<file path="src/hdl/tea_pkg.sv">
// Shared types, constants and round functions of the TEA block cipher unit.
package tea_pkg;

  // Golden-ratio step added to the running sum in every round
  localparam logic [31:0] TEA_DELTA = 32'h9E37_79B9;

  // Default number of full rounds
  localparam int unsigned ROUNDS_DEFAULT = 32;

  // Width of the configuration register index and data
  localparam int unsigned CFG_IDX_W  = 3;
  localparam int unsigned CFG_DATA_W = 32;

  // Configuration register indexes
  typedef enum logic [CFG_IDX_W-1:0] {
    CFG_KEY_WORD0    = 3'd0,
    CFG_KEY_WORD1    = 3'd1,
    CFG_KEY_WORD2    = 3'd2,
    CFG_KEY_WORD3    = 3'd3,
    CFG_DECRYPT_MODE = 3'd4
  } cfg_idx_e;

  // One 64-bit block as its two halves
  typedef struct packed {
    logic [31:0] w0;
    logic [31:0] w1;
  } blk_t;

  // Key and mode as seen by every cell
  typedef struct packed {
    logic [31:0] k0;
    logic [31:0] k1;
    logic [31:0] k2;
    logic [31:0] k3;
    logic        decrypt;
  } cfg_t;

  // Running sum after n rounds, modulo 2^32 (elaboration-time only)
  function automatic logic [31:0] round_sum(input int unsigned n);
    logic [63:0] prod;
    prod = 64'(TEA_DELTA) * 64'(n);
    return prod[31:0];
  endfunction

  // TEA mixing function of one half round
  function automatic logic [31:0] tea_mix(input logic [31:0] x, input logic [31:0] sum,
                                          input logic [31:0] ka, input logic [31:0] kb);
    return ((x << 4) + ka) ^ (x + sum) ^ ((x >> 5) + kb);
  endfunction

endpackage

</file>
<file path="src/hdl/tea_cfg_regs.sv">
// Configuration registers of the TEA block cipher unit: key words and mode.
module tea_cfg_regs (
  input  logic                             clk_i,
  input  logic                             rst_ni,
  input  logic                             cfg_we_i,
  input  logic [tea_pkg::CFG_IDX_W-1:0]    cfg_idx_i,
  input  logic [tea_pkg::CFG_DATA_W-1:0]   cfg_wdata_i,
  output tea_pkg::cfg_t                    cfg_o
);

  tea_pkg::cfg_t cfg_q, cfg_d;

  // Decode the write; ignore indexes beyond the register list
  always_comb begin
    cfg_d = cfg_q;
    if (cfg_we_i) begin
      unique case (cfg_idx_i)
        tea_pkg::CFG_KEY_WORD0:    cfg_d.k0      = cfg_wdata_i[31:0];
        tea_pkg::CFG_KEY_WORD1:    cfg_d.k1      = cfg_wdata_i[31:0];
        tea_pkg::CFG_KEY_WORD2:    cfg_d.k2      = cfg_wdata_i[31:0];
        tea_pkg::CFG_KEY_WORD3:    cfg_d.k3      = cfg_wdata_i[31:0];
        tea_pkg::CFG_DECRYPT_MODE: cfg_d.decrypt = cfg_wdata_i[0];
        default:                   cfg_d         = cfg_q;
      endcase
    end
  end

  // Hold the registers
  always_ff @(posedge clk_i or negedge rst_ni) begin
    if (!rst_ni) begin
      cfg_q <= '0;
    end else begin
      cfg_q <= cfg_d;
    end
  end

  assign cfg_o = cfg_q;

`ifndef NO_ASSERTIONS
  // Mode write keeps bit 0 of the data
  assert property (@(posedge clk_i) disable iff (!rst_ni)
    cfg_we_i && (cfg_idx_i == tea_pkg::CFG_DECRYPT_MODE) |=>
      cfg_q.decrypt == $past(cfg_wdata_i[0]))
    else $error("mode register did not take bit 0 of the write data");
`endif

endmodule

</file>
<file path="config.mk">
export PLATFORM = sky130hd
export DESIGN_NAME = tea_cfg_regs
export DESIGN_NICKNAME = d
export VERILOG_FILES = /design/src/hdl/tea_pkg.sv /design/src/hdl/tea_cfg_regs.sv
export SDC_FILE = /design/constraint.sdc
export NUM_CORES = 1
export LEC_CHECK = 0
export BUFFER_PORTS_ARGS = -buffer_cell sky130_fd_sc_hd__buf_2
export CAP_MARGIN = 10
export CORE_ASPECT_RATIO = 0.8
export CORE_MARGIN = 1
export CORE_UTILIZATION = 54
export CTS_CLUSTER_DIAMETER = 60
export CTS_CLUSTER_SIZE = 30
export DETAILED_ROUTE_END_ITERATION = 10
export PLACE_DENSITY = 0.83
export SLEW_MARGIN = 40
export SYNTH_ARGS = -nofsm -noshare
export SYNTH_HDL_FRONTEND = slang
export SYNTH_SLANG_ARGS = --single-unit
</file>
<file path="constraint.sdc">
create_clock -name clk_i -period 1.8 [get_ports clk_i]
set_clock_uncertainty 0.05 [all_clocks]
set_input_delay 0 -clock clk_i [delete_from_list [all_inputs] [get_ports clk_i]]
set_output_delay 0 -clock clk_i [all_outputs]
set_load 0.02 [all_outputs]
</file>
# ---- After elaboration in Yosys (flattened, before gate mapping)
# Cells that the tools add are included.
dict set report totals {
  ff_bits 129
  in_bits 38
  output_inout_bits 129
}
dict set report op_classes {
  n_reduce_logical 6
  n_eq_ne 4
}
# cell n
set ops {}
lappend ops {{$reduce_and 2->1} 5}
lappend ops {{$eq 3x2->1 const B} 2}
lappend ops {{$eq 3x1->1 const B} 1}
lappend ops {{$eq 3x3->1 const B} 1}
lappend ops {{$logic_not 3->1} 1}

# ---- Logic depth before layout (Yosys ltp)
dict set report logic_depth {
  word_depth 2
  ltp_mapped 4
  ltp_nobuf 2
}

# ---- Least setup slack after synthesis
# Ideal clock, no wire load.
dict set report synth_path {
  kind {input to register}
  start {input cfg_idx_i[0] (netlist bit)}
  end {register cfg_q, in the netlist cfg_o[120]}
  slack_ps 702
  n_path_buf 1
  cell_stages 3
  t_arrival_ps 923
  cell_sequence {nor4b_4 buf_6 mux2_2}
}
dict set report synth_via {
  elab_chain_len 2
}
# element line_no
set synth_rtl {}
lappend synth_rtl {{from (decl)} tea_cfg_regs.sv:6} ;# input logic [tea_pkg::CFG_IDX_W-1:0] cfg_idx_i,
lappend synth_rtl {{$logic_not 3->1} tea_cfg_regs.sv:17} ;# unique case (cfg_idx_i)
lappend synth_rtl {{$reduce_and 2->1 (no source line)} -}
lappend synth_rtl {{to (signal assigned)} tea_cfg_regs.sv:33} ;# cfg_q <= cfg_d;
lappend synth_rtl {{to (decl)} tea_cfg_regs.sv:11} ;# tea_pkg::cfg_t cfg_q, cfg_d;
# Every way passes these cells.
# A chain may end at the register's enable or synchronous reset.

# ---- Worst setup path after layout
dict set report layout_path {
  start {input cfg_idx_i[0] (netlist bit)}
  end {register cfg_q, in the netlist cfg_o[114]}
}
# Same word-level chain as after synthesis.

==> summary.txt <==
Critical path
  – Worst endpoint data arrival time: 1.74 ns
  – CP Launch Type: primary input
  – Critical path fanouts, max: 32
  – Delay of the slowest critical-path stage: 0.53 ns
  – Slowest library cell on the worst path: dlygate4sd3_1
  – CP Cell Sequence: dlygate4sd3_1 -> buf_2 -> nor4b_4 -> buf_12 -> mux2_2
  – Crit. End Element: flip-flop
  – Data required, critical path: 2.15 ns
  – WS Path Type: primary input to flip-flop
  – Flop2flop setup slack: 0.95 ns

GRT
  – Total track usage: 26.08%
  – Grt ovf: 0
  – Pin count of the biggest net entering global routing: 130
  – Wire length of the first global-routing pass: 17.88 mm
  – Initial antenna violation count: 0
  – Vias in the first global route: 3390

Placed design
  – I/O Buffers: 166
  – RD Place Congestion: 0.7289
  – Post-DP HPWL: 6.778 mm
  – Placed inst area: 0.005847 mm2
  – Placed insts: 546

STA
  – Final Cycle Share: 77.66%
  – Fmax: 0.7154 GHz
  – Fin. max-slew vios: 0
  – Worst slew pin tran: 0.6545 ns
  – Fin. Hold Viols: 0
  – RSZ-0062 raised after global routing: false
  – Final setup vio count: 0
  – Slew margin rel.: 56.36%
  – Period minus WS final: 1.398 ns
  – Final TNS setup: 0 ns

Die
  – FP Rows: 30
  – Die Area: 0.009404 mm2
  – Core ar.: 0.008596 mm2
  – Die width: 108.2 um
  – Starting density of the core: 56.65%
  – Vert. Die Dim: 86.94 um
  – Io pins: 167

Synth
  – Yosys reg bits: 129
  – Syn_area_per_cell: 17.58 um2
  – Synthesized Nets: 315
  – YS warnings: 0
  – Post-synthesis sequential area ratio: 66.29%
  – Synth cell types: 8
  – Cell area after synthesis: 0.004870 mm2
  – Syn Inst Count: 277

Detailed routing
  – Post-route DRC: 0
  – DRT Pass-1 Iters: 4
  – Antenna Violating Nets Remaining: 0
  – Via count: 3175
  – WL/cell: 18.29 um
  – Drt initial violations: 112
  – Avg Vias per Cell: 5.163
  – Final WL: 11.25 mm

Power and ir drop
  – Lkg Pwr: 0.003313 uW
  – Peak VDD IR: 0.0009844 V
  – Pwr Density: 1486 mW/mm2

Layout
  – Filler cell count: 485
  – # nets final: 528
  – Diode count: 0
  – Fin cells: 615
  – Final instance area: 0.006905 mm2
  – Max FFs per register: 129
  – Ratio of cells with drive above 1 in the final layout: 64.61%
  – Layout area overhead: 41.80%

Clocking
  – Root Driver: clkbuf_8
  – CTS tree: built
  – H-tree levels: 4
  – CTS Buf Count: 17
  – CTS Hold Buffers Added: 37
  – Clock transition at the registers of the reported paths: 0.06 ns
  – Post-CTS Setup Bufs: 0
  – Clock sinks: 129
  – Worst-Skew Late Latency: 0.51 ns
  – Bufs on Longest Clock Path: 2
  – # resized after CTS: 0

Min path
  – Min-delay worst type: primary input to asynchronous set/reset pin

Status
  – Status: finished, final reports clean

Run
  – Max-cap violations: 0
==> report_power, final <==
| group | switching, uW | internal [uW] | total, uW |
|---|---|---|---|
| combinational | 1430 | 1000 | 2430 |
| sequential | 328 | 3540 | 3870 |
| clock | 1260 | 2700 | 3960 |
==> cells in the final DEF, fill, tap and decap left out, drive strengths merged <==
cell,synthesis,routed
buf,14,171
clkinv,0,4
nor4b,1,1
dlygate4sd3,0,37
clkbuf,0,18
clkinvlp,0,3
bufinv,0,7
mux2,129,129
nand4b,1,1
dfrtp,129,129
nor4bb,3,3
==> worst max-delay path, delay by kind of cell <==
kind / cells / cell delay (ns)
and+or+nand+nor: 1 / 0.37
muxes: 1 / 0.37
buffers and inverters: 3 / 0.98
==> final cells by class <==
type | instances | area [um2] | share of cell area [%]
multi-input cells | 134 | 1545 | 22.38
clock buffers | 18 | 427.9 | 6.197
flip-flops and latches | 129 | 3228 | 46.75
well taps | 112 | 140.1 | 2.029
clock inverters | 14 | 260.3 | 3.769
repair buffers | 208 | 1304 | 18.88
==> cell families after synthesis <==
group | Yosys count | share of synthesized area [%]
buffers and inverters | 14 | 2.595
flip-flops | 129 | 66.29
multiplexers | 129 | 29.83
AND/OR/NAND/NOR | 5 | 1.285
==> Yosys cell counts <==
master | count | area (um2)
nor4b_4 | 1 | 23.77
buf_6 | 9 | 101.4
mux2_2 | 119 | 1340
nor4bb_1 | 3 | 30.03
buf_2 | 5 | 25.02
mux2_1 | 10 | 112.6
nand4b_1 | 1 | 8.760
dfrtp_1 | 129 | 3228
==> layer usage <==
metal,wire (um),GRT usage [%]
met5,0,0
met4,222,11.21
met3,712,8.452
met2,5784,44.01
met1,4531,30.84
==> stage by stage <==
step	power, uW	util [%]	worst slack [ns]	hold WS (ns)
detailed placement	6266	68.02	0.4542	0.1132
global placement	6171	68.02	0.5074	0.1109
finish	10260	80.33	0.4021	0.08802
CTS	10330	80.33	0.4393	0.1107
floorplan	5289	-	0.7018	-0.3456
global route	10690	80.33	0.3988	0.1356
==> worst paths after layout <==
check	startpoint	to	cells after the start
setup / recovery	cfg_idx_i[0]	cfg_o[114]	5
hold / removal	rst_ni	cfg_o[22]	3
setup reg to reg	cfg_o[10]	cfg_o[10]	1
hold reg to reg	cfg_o[92]	cfg_o[92]	1
max in group asynchronous	rst_ni	cfg_o[15]	3
min in group clk_i	cfg_wdata_i[27]	cfg_o[92]	3
Note: power is estimated with default switching activity, not from simulation.
